[src/design/tgpr_pkg.sv]
// tgpr_pkg: shared types, codes and constants of the text glyph pixel renderer.
// No dependencies; the other design files but tgpr_fifo refer to it by scoped names.
package tgpr_pkg;

  // defaults for the top-level parameters
  localparam int FONT_CHARS_DEF = 256;
  localparam int ADDR_BITS_DEF  = 24;

  // fixed field widths
  localparam int CODE_W     = 8;
  localparam int ROW_W      = 3;
  localparam int BITS_W     = 8;
  localparam int REQ_W      = 2;
  localparam int PIX_ADDR_W = 24;
  localparam int COLOR_W    = 16;
  localparam int PITCH_W    = 12;
  localparam int CUR_X_W    = 10;
  localparam int CUR_Y_W    = 16;
  localparam int CFG_IDX_W  = 1;
  localparam int CFG_DATA_W = 16;

  // queue depths
  localparam int CMD_DEPTH = 4;
  localparam int RES_DEPTH = 2;

  // request codes on req_type
  localparam logic [REQ_W-1:0] REQ_LOAD = 2'd0;
  localparam logic [REQ_W-1:0] REQ_DRAW = 2'd1;
  localparam logic [REQ_W-1:0] REQ_HOME = 2'd2;

  localparam logic [CODE_W-1:0] NEWLINE_CODE = 8'd10;

  // register indexes on the configuration port
  localparam logic [CFG_IDX_W-1:0] CFG_INK   = 1'b0;
  localparam logic [CFG_IDX_W-1:0] CFG_PITCH = 1'b1;

  // reset values: green 0x10<<6 | 0xf<<5, and a 640-pixel line
  localparam logic [COLOR_W-1:0] INK_RESET   = 16'd1504;
  localparam logic [PITCH_W-1:0] PITCH_RESET = 12'd640;

  typedef enum logic [1:0] {
    CMD_LOAD,
    CMD_DRAW,
    CMD_NEWLINE,
    CMD_HOME
  } cmd_kind_t;

  typedef struct packed {
    cmd_kind_t            kind;
    logic [CODE_W-1:0]    code;
    logic [ROW_W-1:0]     row;
    logic [BITS_W-1:0]    bits;
  } cmd_t;

  typedef struct packed {
    logic [PIX_ADDR_W-1:0] addr;
    logic [COLOR_W-1:0]    color;
    logic                  last;
  } pix_t;

  typedef enum logic [1:0] {
    ST_IDLE,
    ST_FETCH,
    ST_SCAN
  } back_state_t;

endpackage

[src/design/tgpr_front.sv]
// tgpr_front: classifies an incoming request beat into a command for the queue.
// Depends on tgpr_pkg.
module tgpr_front (
  input  logic [tgpr_pkg::REQ_W-1:0]  req_type,
  input  logic [tgpr_pkg::CODE_W-1:0] char_code,
  input  logic [tgpr_pkg::ROW_W-1:0]  glyph_row,
  input  logic [tgpr_pkg::BITS_W-1:0] row_bits,
  input  logic                        push,
  input  logic                        q_full,
  output logic                        q_push,
  output tgpr_pkg::cmd_t              q_item
);

  logic known;

  always_comb begin
    known       = 1'b1;
    q_item.kind = tgpr_pkg::CMD_LOAD;
    q_item.code = char_code;
    q_item.row  = glyph_row;
    q_item.bits = row_bits;
    case (req_type)
      tgpr_pkg::REQ_LOAD: q_item.kind = tgpr_pkg::CMD_LOAD;
      tgpr_pkg::REQ_DRAW: begin
        if (char_code == tgpr_pkg::NEWLINE_CODE) begin
          q_item.kind = tgpr_pkg::CMD_NEWLINE;
        end else begin
          q_item.kind = tgpr_pkg::CMD_DRAW;
        end
      end
      tgpr_pkg::REQ_HOME: q_item.kind = tgpr_pkg::CMD_HOME;
      default: known = 1'b0;  // unknown type: beat taken, then dropped
    endcase
  end

  assign q_push = push && !q_full && known;

endmodule

[config.mk]
export PLATFORM = sky130hd
export DESIGN_NAME = tgpr_front
export DESIGN_NICKNAME = d
export VERILOG_FILES = /design/src/design/tgpr_pkg.sv /design/src/design/tgpr_front.sv
export SDC_FILE = /design/constraint.sdc
export NUM_CORES = 1
export LEC_CHECK = 0
export BUFFER_PORTS_ARGS = -buffer_cell sky130_fd_sc_hd__buf_2
export CORE_AREA = 5 5 42 44
export DETAILED_ROUTE_END_ITERATION = 10
export DIE_AREA = 0 0 47 49
export GPL_TIMING_DRIVEN = 0
export SLEW_MARGIN = 0
export SYNTH_ARGS = -nofsm -noshare
export SYNTH_HDL_FRONTEND = slang
export SYNTH_SLANG_ARGS = --single-unit
export TNS_END_PERCENT = 30
[constraint.sdc]
create_clock -name vclk -period 1.6
set_input_delay 0.24 -clock vclk [all_inputs]
set_output_delay 0.24 -clock vclk [all_outputs]
set_load 0.02 [all_outputs]
# --- Yosys cells after proc, flatten, opt, wreduce, memory -nomap -nowiden ---
# Index checks and enable logic that the tools add are counted.
classes:
  n_addsub: 0
  shift: 0
  n_mul: 0
  eq_ne: 3
  div: 0
  bitwise_logic: 0
  n_reduce_logical: 5
  mux: 3
  order_cmp: 0
op_table:
  columns: ["operator", "n"]
  rows:
  - ["$eq 8x4->1 const B", 1]
  - ["$pmux 2 s2", 1]
  - ["$reduce_or 3->1", 1]
  - ["$eq 2x1->1 const B", 1]
  - ["$eq 2x2->1 const B", 1]
  - ["$logic_and 1x1->1", 2]
  - ["$logic_not 2->1", 1]
  - ["$mux 2", 1]
  - ["$logic_not 1->1", 1]
  - ["$mux 1", 1]
totals:
  word_cells: 11
  mem_count: 0
  romBits: 0
  out_inout_bits: 22
  inputBits: 23
  ram_bits: 0
  ff_bits: 0
  latchBits: 0

# --- Longest topological paths before layout ---
logic_depth:
  ltp_word: 4
  mapped_depth: 4
  depth_no_buf: 4

# --- Least setup slack after synthesis ---
# No wires, ideal clock.
synth_path:
  path_kind: "in2out"
  from: "input char_code[7] in the netlist's numbering"
  to: "output q_item[20] in the netlist's numbering"
  stages: 2
  arrival_time_ps: 1334
  path_slack_ps: 26
  path_buffers: 0
  required_time_ps: 1360
  cell_sequence: "or4b_1 -> o41ai_2"
synth_rtl:
  columns: ["item", "line", "source"]
  rows:
  - ["start: declaration", "tgpr_front.sv:5", "input logic [tgpr_pkg::CODE_W-1:0] char_code,"]
  - ["end: declaration", "tgpr_front.sv:11", "output tgpr_pkg::cmd_t q_item"]

==> results.toml <==
[global_route]
grt_first_pass_wirelength_mm = 1.04
grt_pass1_vias = 287
grt_max_degree = 4
grt_overflow = 0
grtUsageTotal_pct = 5.47
antenna_found_initial = 0

[layout]
drive_above_1_share_pct = 84.8
finalNetCount = 94
area_delta_synth_final_pct = 83.2
fin_cells = 82
fillers = 160
clock_buffers = 0
multi_input_area_sq_um = 106
seq_cells = 0
final_cell_area_sq_um = 463
seq_area_sq_um = 0
diodes = 0
final_util_pct = 33.0

[critical_path]
worstPathMaxFanout = 2
cp_cell_sequence = "buf_6 > or4b_4 > o41ai_2 > buf_2"
critical-path-top-delay-family = "simple AND/OR/NAND/NOR gates"
required_ns = 1.36
critPathMaxStageDelay_ns = 0.53
cp.arrival_ns = 1.37
endpoint_kind = "output pin"
cp_slowest_cell = "or4b_4"
path_buf_inv = 2
startpoint_type = "input pin"
criticalPathCategory = "in2out"

[timing]
whs_ns = 0.697
slew_violations = 0
final-hold-violation-count = 0
rsz0062_at_grt = "yes"
worst_slew_pin_slew_ns = 0.238
setup_viol = 1
slew_headroom_pct = 83.9
finalCritPeriodShare_pct = 101
max_freq_mhz = 621
period_needed_ns = 1.61
worst_slack_ns = -0.0103
fin_tns_setup_ns = -0.0103

[floorplanning]
die_area_sq_um = 2300
die_w_um = 47
ios = 45
initial_utilization_pct = 18.0
coreArea_sq_um = 1400
die_h_um = 49
rows = 14

[pwr]
finalPower_mw = 0.139
p_per_area_nw_per_um2 = 301
max-vdd-ir-drop_uv = 130
power_leakage_nw = 0.290

[synth]
synth_top_area_share_pct = 56.4
synth_area_leaders = "buf_4, ha_1, or4b_1, o41ai_2, inv_1"
yosys-top-cells-count = "buf_4, ha_1, inv_1, or4b_1"
ys_types = 9
yosysWarnings = 0
syn_area_sq_um = 253
synth.net_count = 58
yosysMostFrequentCell = "buf_4"
synth_cells = 32
syn_area_per_cell_sq_um = 7.90
ys_seq_area_share_pct = 0
netlist.top_cell.by_area = "buf_4"

[drt]
dr.pass1.iters = 1
wire_per_inst_um = 8.55
detail-route-antenna-nets = 0
wl_um = 701
vias = 309
route.detailed.drc = 0
drtIter0Drc = 0
avgViaCountPerCell = 3.77

[placed_design]
dp.cells = 82
io_buffers = 34
dpl.hpwl_um = 685
gp_congestion = 0.563
pre_cts_slack_ns = -0.0490
placed_area_sq_um = 443

[run_status]
outcome = "complete, but fails checks"
failed_checks = "setup timing"

[run]
maxCapViolations = 0

[min_path]
hold_path.class = "in2out"

[clock_tree]
post_cts_buffers = 0
## per-layer routing
metal  global-route usage [%]  routed length (um)  vias up
met5                        0                   0        -
met4                        0                   0        0
met3                     1.11                 120        0
met2                     12.4                 405       23
met1                     4.35                 175      133
li1                         -                   -      153
## cell type report
cell class | count | share of cell area [%]
tap | 16 | 4.32
timing repair buffer | 34 | 39.5
inverter | 3 | 2.43
buffer | 19 | 30.8
multi-input combinational | 10 | 23.0
## where the power goes
group / switching (mW) / internal [mW]
sequential: 0 / 0
clock: 0 / 0
combinational: 0.0684 / 0.0709
## cells by family (layout without fill, tap and decap cells)
| family | after synthesis | after routing | synth area share (%) |
|---|---|---|---|
| AOI/OAI and AO/OA | 2 | 2 | 9.41 |
| adders and majority gates | 3 | 3 | 14.9 |
| buffers and inverters | 22 | 56 | 60.9 |
| and+or+nand+nor | 5 | 5 | 14.9 |
## layout by cell type (no fill, tap or decap), drive strengths merged
master | synthesis | layout
nand2b | 1 | 1
buf | 19 | 53
o31ai | 1 | 1
nor2 | 1 | 1
o41ai | 1 | 1
ha | 3 | 3
nor3b | 1 | 1
or4b | 2 | 2
inv | 3 | 3
## worst paths after layout
| path | startpoint | endpoint | slack [ns] | depth (start not counted) |
|---|---|---|---|---|
| worst max-delay path | char_code[0] | q_item[20] | -0.01 | 4 |
| worst min-delay path | row_bits[3] | q_item[3] | 0.70 | 2 |
## what timing repair did
item | in CTS | in global routing
endpoints found under the setup margin | 1 | 1
gates cloned | 0 | 0
pin swaps | 2 | 2
gates resized for setup | 3 | 1
hold buffers | 0 | 0
No activity file was read; power rests on OpenSTA's default activity.
