**src/design/tgpr_fifo.sv**
```systemverilog
// tgpr_fifo: small first-word-fall-through queue of any packed item type.
// Depends on tgpr_pkg for nothing but house conventions; self-contained.
module tgpr_fifo #(
  parameter type ITEM_T = logic,
  parameter int  DEPTH  = 4
) (
  input  logic  clk,
  input  logic  rst,
  input  logic  wr_en,
  input  ITEM_T wr_item,
  input  logic  rd_en,
  output ITEM_T rd_item,
  output logic  full,
  output logic  empty
);

  localparam int PTR_W = (DEPTH > 1) ? $clog2(DEPTH) : 1;
  localparam int CNT_W = $clog2(DEPTH + 1);

  ITEM_T             slots [DEPTH];
  logic [PTR_W-1:0]  wr_ptr;
  logic [PTR_W-1:0]  rd_ptr;
  logic [CNT_W-1:0]  count;
  logic              do_wr;
  logic              do_rd;

  assign full    = (count == CNT_W'(DEPTH));
  assign empty   = (count == '0);
  assign do_wr   = wr_en && !full;
  assign do_rd   = rd_en && !empty;
  assign rd_item = slots[rd_ptr];

  always_ff @(posedge clk) begin
    if (do_wr) begin
      slots[wr_ptr] <= wr_item;
    end
  end

  always_ff @(posedge clk) begin
    if (rst) begin
      wr_ptr <= '0;
      rd_ptr <= '0;
      count  <= '0;
    end else begin
      if (do_wr) begin
        wr_ptr <= (wr_ptr == PTR_W'(DEPTH - 1)) ? '0 : wr_ptr + 1'b1;
      end
      if (do_rd) begin
        rd_ptr <= (rd_ptr == PTR_W'(DEPTH - 1)) ? '0 : rd_ptr + 1'b1;
      end
      if (do_wr && !do_rd) begin
        count <= count + 1'b1;
      end else if (do_rd && !do_wr) begin
        count <= count - 1'b1;
      end
    end
  end

endmodule

```
**config.mk**
```make
export PLATFORM = sky130hd
export DESIGN_NAME = tgpr_fifo
export DESIGN_NICKNAME = d
export VERILOG_FILES = /design/src/design/tgpr_fifo.sv
export SDC_FILE = /design/constraint.sdc
export NUM_CORES = 1
export LEC_CHECK = 0
export BUFFER_PORTS_ARGS = -buffer_cell sky130_fd_sc_hd__buf_2
export CORE_MARGIN = 2
export CORE_UTILIZATION = 40
export CTS_CLUSTER_SIZE = 28
export DETAILED_ROUTE_END_ITERATION = 8
export PLACE_DENSITY = 0.66
export SETUP_SLACK_MARGIN = 0.15
export SLEW_MARGIN = 5
export SYNTH_ARGS = -nofsm -noshare
export SYNTH_HDL_FRONTEND = slang
export SYNTH_SLANG_ARGS = --single-unit
```
**constraint.sdc**
```tcl
create_clock -name clk -period 4.5 [get_ports clk]
set_input_delay 0 -clock clk [delete_from_list [all_inputs] [get_ports clk]]
set_output_delay 0 -clock clk [all_outputs]
set_load 0.01 [all_outputs]
```
# Word-level counts from Yosys, hierarchy flattened
# Memories as Yosys holds them, arrays and structs flattened. A register that Yosys moved wholly into a read port is not among the register bits.
# Cells that the tools add are included.
# op_classes
n_reduce_logical	10
n_addsub	4
mux	8
n_eq_ne	3
# ops
cell	n
$mux W2	4
$mux W3	2
$add A2 B1 Y2 const B	2
$eq A2 B2 Y1 const B	2
$logic_and A1 B1 Y1	4
$logic_not A1 Y1	4
$add A3 B1 Y3 const B	1
$eq A3 B3 Y1 const B	1
$logic_not A3 Y1	1
$sub A3 B1 Y3 const B	1
$mux W1	2
$reduce_bool A2 Y1	1
# word_totals
memories	1
ram_bits	4
regBits	7
# memory_table
memory	depth	width	read_ports	rd_ports_with_merged_regs	wr	line_no	source
slots	4	1	1	1	1	20	ITEM_T slots [DEPTH];

# Longest topological paths before layout
# logic_depth
word_depth	7
ltp_mapped	10
ltp_nobuf	9

# Worst setup path after synthesis
# OpenSTA, ideal clock, no wires.
# synth_path
path_type	reg-to-reg
from	register count[0]
to	register count[2]
period_less_slack_ns	2.048
setup_slack_ns	2.452
stages_incl_launch_ff	11
arrival_ns	1.977
required_ns	4.430
path_buffers	1
path_cell_list	dfxtp_1 or3b_1 buf_6 clkinv_8 nor2_4 ha_1 inv_1 fa_1 xor2_1 or3_1 a21oi_1
# synth_via
elab_chain_len	6
elab_cells_between_ends	15
classes_between	add/sub: 2; eq/ne: 1; mux: 2; reduce/logical: 10
# synth_lines
item	line_no	source
from (decl)	23	logic [CNT_W-1:0] count;
from (signal assigned)	52	count <= count + 1'b1;
from (signal assigned)	54	count <= count - 1'b1;
$eq A3 B3 Y1 *	27	assign full = (count == CNT_W'(DEPTH));
named net full	13	output logic full,
$logic_not A1 Y1 *	29	assign do_wr = wr_en && !full;
$logic_and A1 B1 Y1 *	29	
named net do_wr	24	logic do_wr;
$logic_not A1 Y1	53	end else if (do_rd && !do_wr) begin
$logic_and A1 B1 Y1	53	
$reduce_bool A2 Y1 (no source line)	-	
# Mark *: on every way through the listed nets, which the timed path passes. The rest lies on a longest branch. The select of a mux whose other input is x is not followed.
# A chain may end at the register's enable or synchronous reset.

# Worst setup path after layout
# layout_path
from	register count[0]
to	register count[2]
# layout_via
elab_chain_len	6
elab_cells_between_ends	15
classes_between	add/sub: 2; eq/ne: 1; mux: 2; reduce/logical: 10
# layout_lines
item	line_no
$eq A3 B3 Y1 *	27
$logic_not A1 Y1 *	29
$logic_and A1 B1 Y1 *	29
named net do_wr	24
$logic_not A1 Y1	53
$logic_and A1 B1 Y1	53
$reduce_bool A2 Y1 (no source line)	-
# Marks and branches as above.

==> qor.yml <==
floorplanning:
  fp.coreArea_mm2: 0.00152
  core.rowCount: 14
  pin_count: 8
  initial_utilization_pct: 43.4
  dieArea_mm2: 0.00200
  die_h_um: 44.7
  die_w_um: 44.7
worst_hold_path:
  hp-class: "in -> reg"
  hold_depth: 3
  min_to: "wr_ptr[0]"
  hold_start: "wr_en"
timing:
  max_slew.worst_pin.slew_ns: 0.388
  fin_crit_sh_pct: 51.4
  rsz0062_at_grt: "no"
  slew_violations: 0
  finClkSkew_ns: 0.00910
  fmax_ghz: 0.432
  hold_viol_final: 0
  setup_viol: 0
  maxSlewHeadroom_pct: 74.0
  fin_setup_tns_ns: 0
  period_minus_slack_ns: 2.31
global_routing:
  grt_pass1_vias: 418
  track_usage_pct: 12.7
  grt_pass1_wl_mm: 1.69
  grt_max_degree: 9
  antenna_found_initial: 0
  grt.overflow.total: 0
power_and_ir_drop:
  p_leak_nw: 0.334
  ir_drop_mv: 0.286
  power.density_mw_per_mm2: 509
clock_network:
  cts_setup_buffers: 0
  cts_buffers: 3
  tritoncts: "built"
  clock-root-buffer: "clkbuf_4"
  clk_pin_slew_ns: 0.08
  ctsResizeCount: 0
  clk_path_buf_depth: 2
  ctsHoldBuffers: 2
  h-tree-depth: 1
  cts.sinks: 13
  clock_latency_ns: 0.28
drt:
  firstDrtPassIters: 2
  met3_length_um: 50
  highest_layer: "met3"
  drc: 0
  met1_length_um: 477
  routed_wl_um: 988
  antenna_left: 0
  drtIter0Drc: 1
  wl_per_cell_um: 12.0
  vias: 410
  met2WireLength_um: 461
  viasPerCell: 5.00
synth:
  syn_avg_cell_area_um2: 12.0
  synth_warnings: 0
  yosysTopAreaCellShare_pct: 27.2
  synth_top_area_cell: "dfxtp_1"
  synth_seq_cells: 13
  yosys-top-cells-area: "dfxtp_1 (27%), edfxtp_1 (18%), ha_1 (11%), and3_1 (3.8%), o31ai_2 (3.8%)"
  ys_seq_area_share_pct: 45.4
  synth_cell_type_count: 25
  synth_fp_nets: 67
  syn_area_um2: 662
  synthesis.instances: 55
placed_design:
  dp_cells: 76
  hpwl_um: 784
  place.gp.congestion: 0.730
  portBuffers: 7
run_status:
  status: "finished clean"
critical_path:
  crit_fanout: 7
  end_kind: "register"
  worst_r2r_endpoint: "count[2]"
  cp-start-kind: "register"
  worstRegToRegCells: 9
  cp.arrival_ns: 2.53
  cp.required_ns: 4.72
  worst-setup-path-type: "reg -> reg"
  critPathMaxStageDelay_ns: 0.45
  r2r_start: "count[0]"
  crit_chain: "or3b_1 -> clkinv_8 -> nor2_4 -> ha_1 -> inv_1 -> fa_1 -> xor2_1 -> or3_1 -> a21oi_1"
  worst-r2r-setup-slack_ns: 2.19
  cp_slowest_cell: "dfxtp_1"
flow_run:
  cap_violations: 0
layout:
  final.fill_count: 144
  areaGrowthSynthToFinish_pct: 13.0
  instances_no_fill: 82
  mostFrequentLayoutCells: "dfxtp_1 (9), buf_2 (7), ha_1 (6)"
  final_common_cell: "dfxtp_1"
  final_nets: 79
  drive_above_1_share_pct: 25.8
  diodes: 0
## worst max-delay path: cells and delay by family (launching register included)
| family | cells | cell delay, ns |
|---|---|---|
| AO/OA/AOI/OAI | 1 | 0.14 |
| AND/OR/NAND/NOR | 3 | 0.79 |
| adder cells (fa/ha/maj) | 2 | 0.57 |
| flip-flops | 1 | 0.45 |
| buffers and inverters | 2 | 0.15 |
| XOR/XNOR | 1 | 0.16 |
## power breakdown
group / internal, mW / switching, mW / leakage, nW
Combinational: 0.0676 / 0.0707 / 0.209
Clock: 0.0344 / 0.0368 / 0.0150
Sequential: 0.147 / 0.0241 / 0.111
Total: 0.249 / 0.132 / 0.334
## routing by layer
metal  global-route usage, %  up-vias
met4                    5.45        0
met3                    7.35        0
li1                        -      217
met2                    20.9       10
met5                       0        -
met1                    13.2      183
## synthesized netlist by cell type (all sizes together)
| master | n |
|---|---|
| ha | 6 |
| bufinv | 1 |
| nor2 | 4 |
| or3b | 1 |
| or3 | 2 |
| clkinv | 1 |
| edfxtp | 4 |
| o31ai | 2 |
| mux4 | 1 |
| buf | 1 |
| xor2 | 2 |
| mux2i | 2 |
| o21ai | 2 |
| nor3 | 2 |
| nand2 | 1 |
| a21oi | 3 |
| fa | 1 |
| and3 | 4 |
| nand3 | 2 |
| inv | 3 |
| dfxtp | 9 |
| clkbuf | 1 |
## worst max-delay path by stage
stage	from	slack [ns]	end	cells after the start
6_report	count[0]	2.19	count[2]	9
5_1_grt	count[0]	2.02	count[2]	9
4_1_cts	count[0]	2.16	count[2]	9
3_5_place_dp	count[0]	2.19	count[2]	9
3_3_place_gp	count[0]	2.27	count[2]	9
2_1_floorplan	count[0]	2.45	count[2]	10
## cell type report
class | instances | area (um2) | share of cell area (%)
repair buffers | 9 | 55.1 | 7.36
well taps | 16 | 20.0 | 2.68
flip-flops and latches | 13 | 300 | 40.1
multi-input cells | 35 | 302 | 40.3
inverters | 5 | 45.0 | 6.02
clock buffers | 4 | 26.3 | 3.51
## metrics by stage
step           util (%)  area [um2]  hold slack (ns)  setup WS (ns)  power, mW
6_report           49.1         748           0.0448           2.19      0.381
4_1_cts            49.1         748           0.0386           2.16      0.386
5_1_grt            49.1         748           0.0381           2.02      0.412
3_3_place_gp       46.1         702            0.226           2.27      0.305
2_1_floorplan         -         662           0.0989           2.45      0.280
3_5_place_dp       46.1         702            0.228           2.19      0.311
## kinds of logic (layout without fill, tap and decap cells)
logic type | count (synthesis) | in the layout | share of synthesized area [%]
compound gates | 7 | 7 | 8.13
xor+xnor | 2 | 2 | 2.65
fa+ha+maj | 7 | 7 | 14.4
buf+inv | 7 | 18 | 9.07
flops | 13 | 13 | 45.4
mux | 3 | 3 | 6.43
simple gates | 16 | 16 | 14.0
No activity file was read; power rests on OpenSTA's default activity.
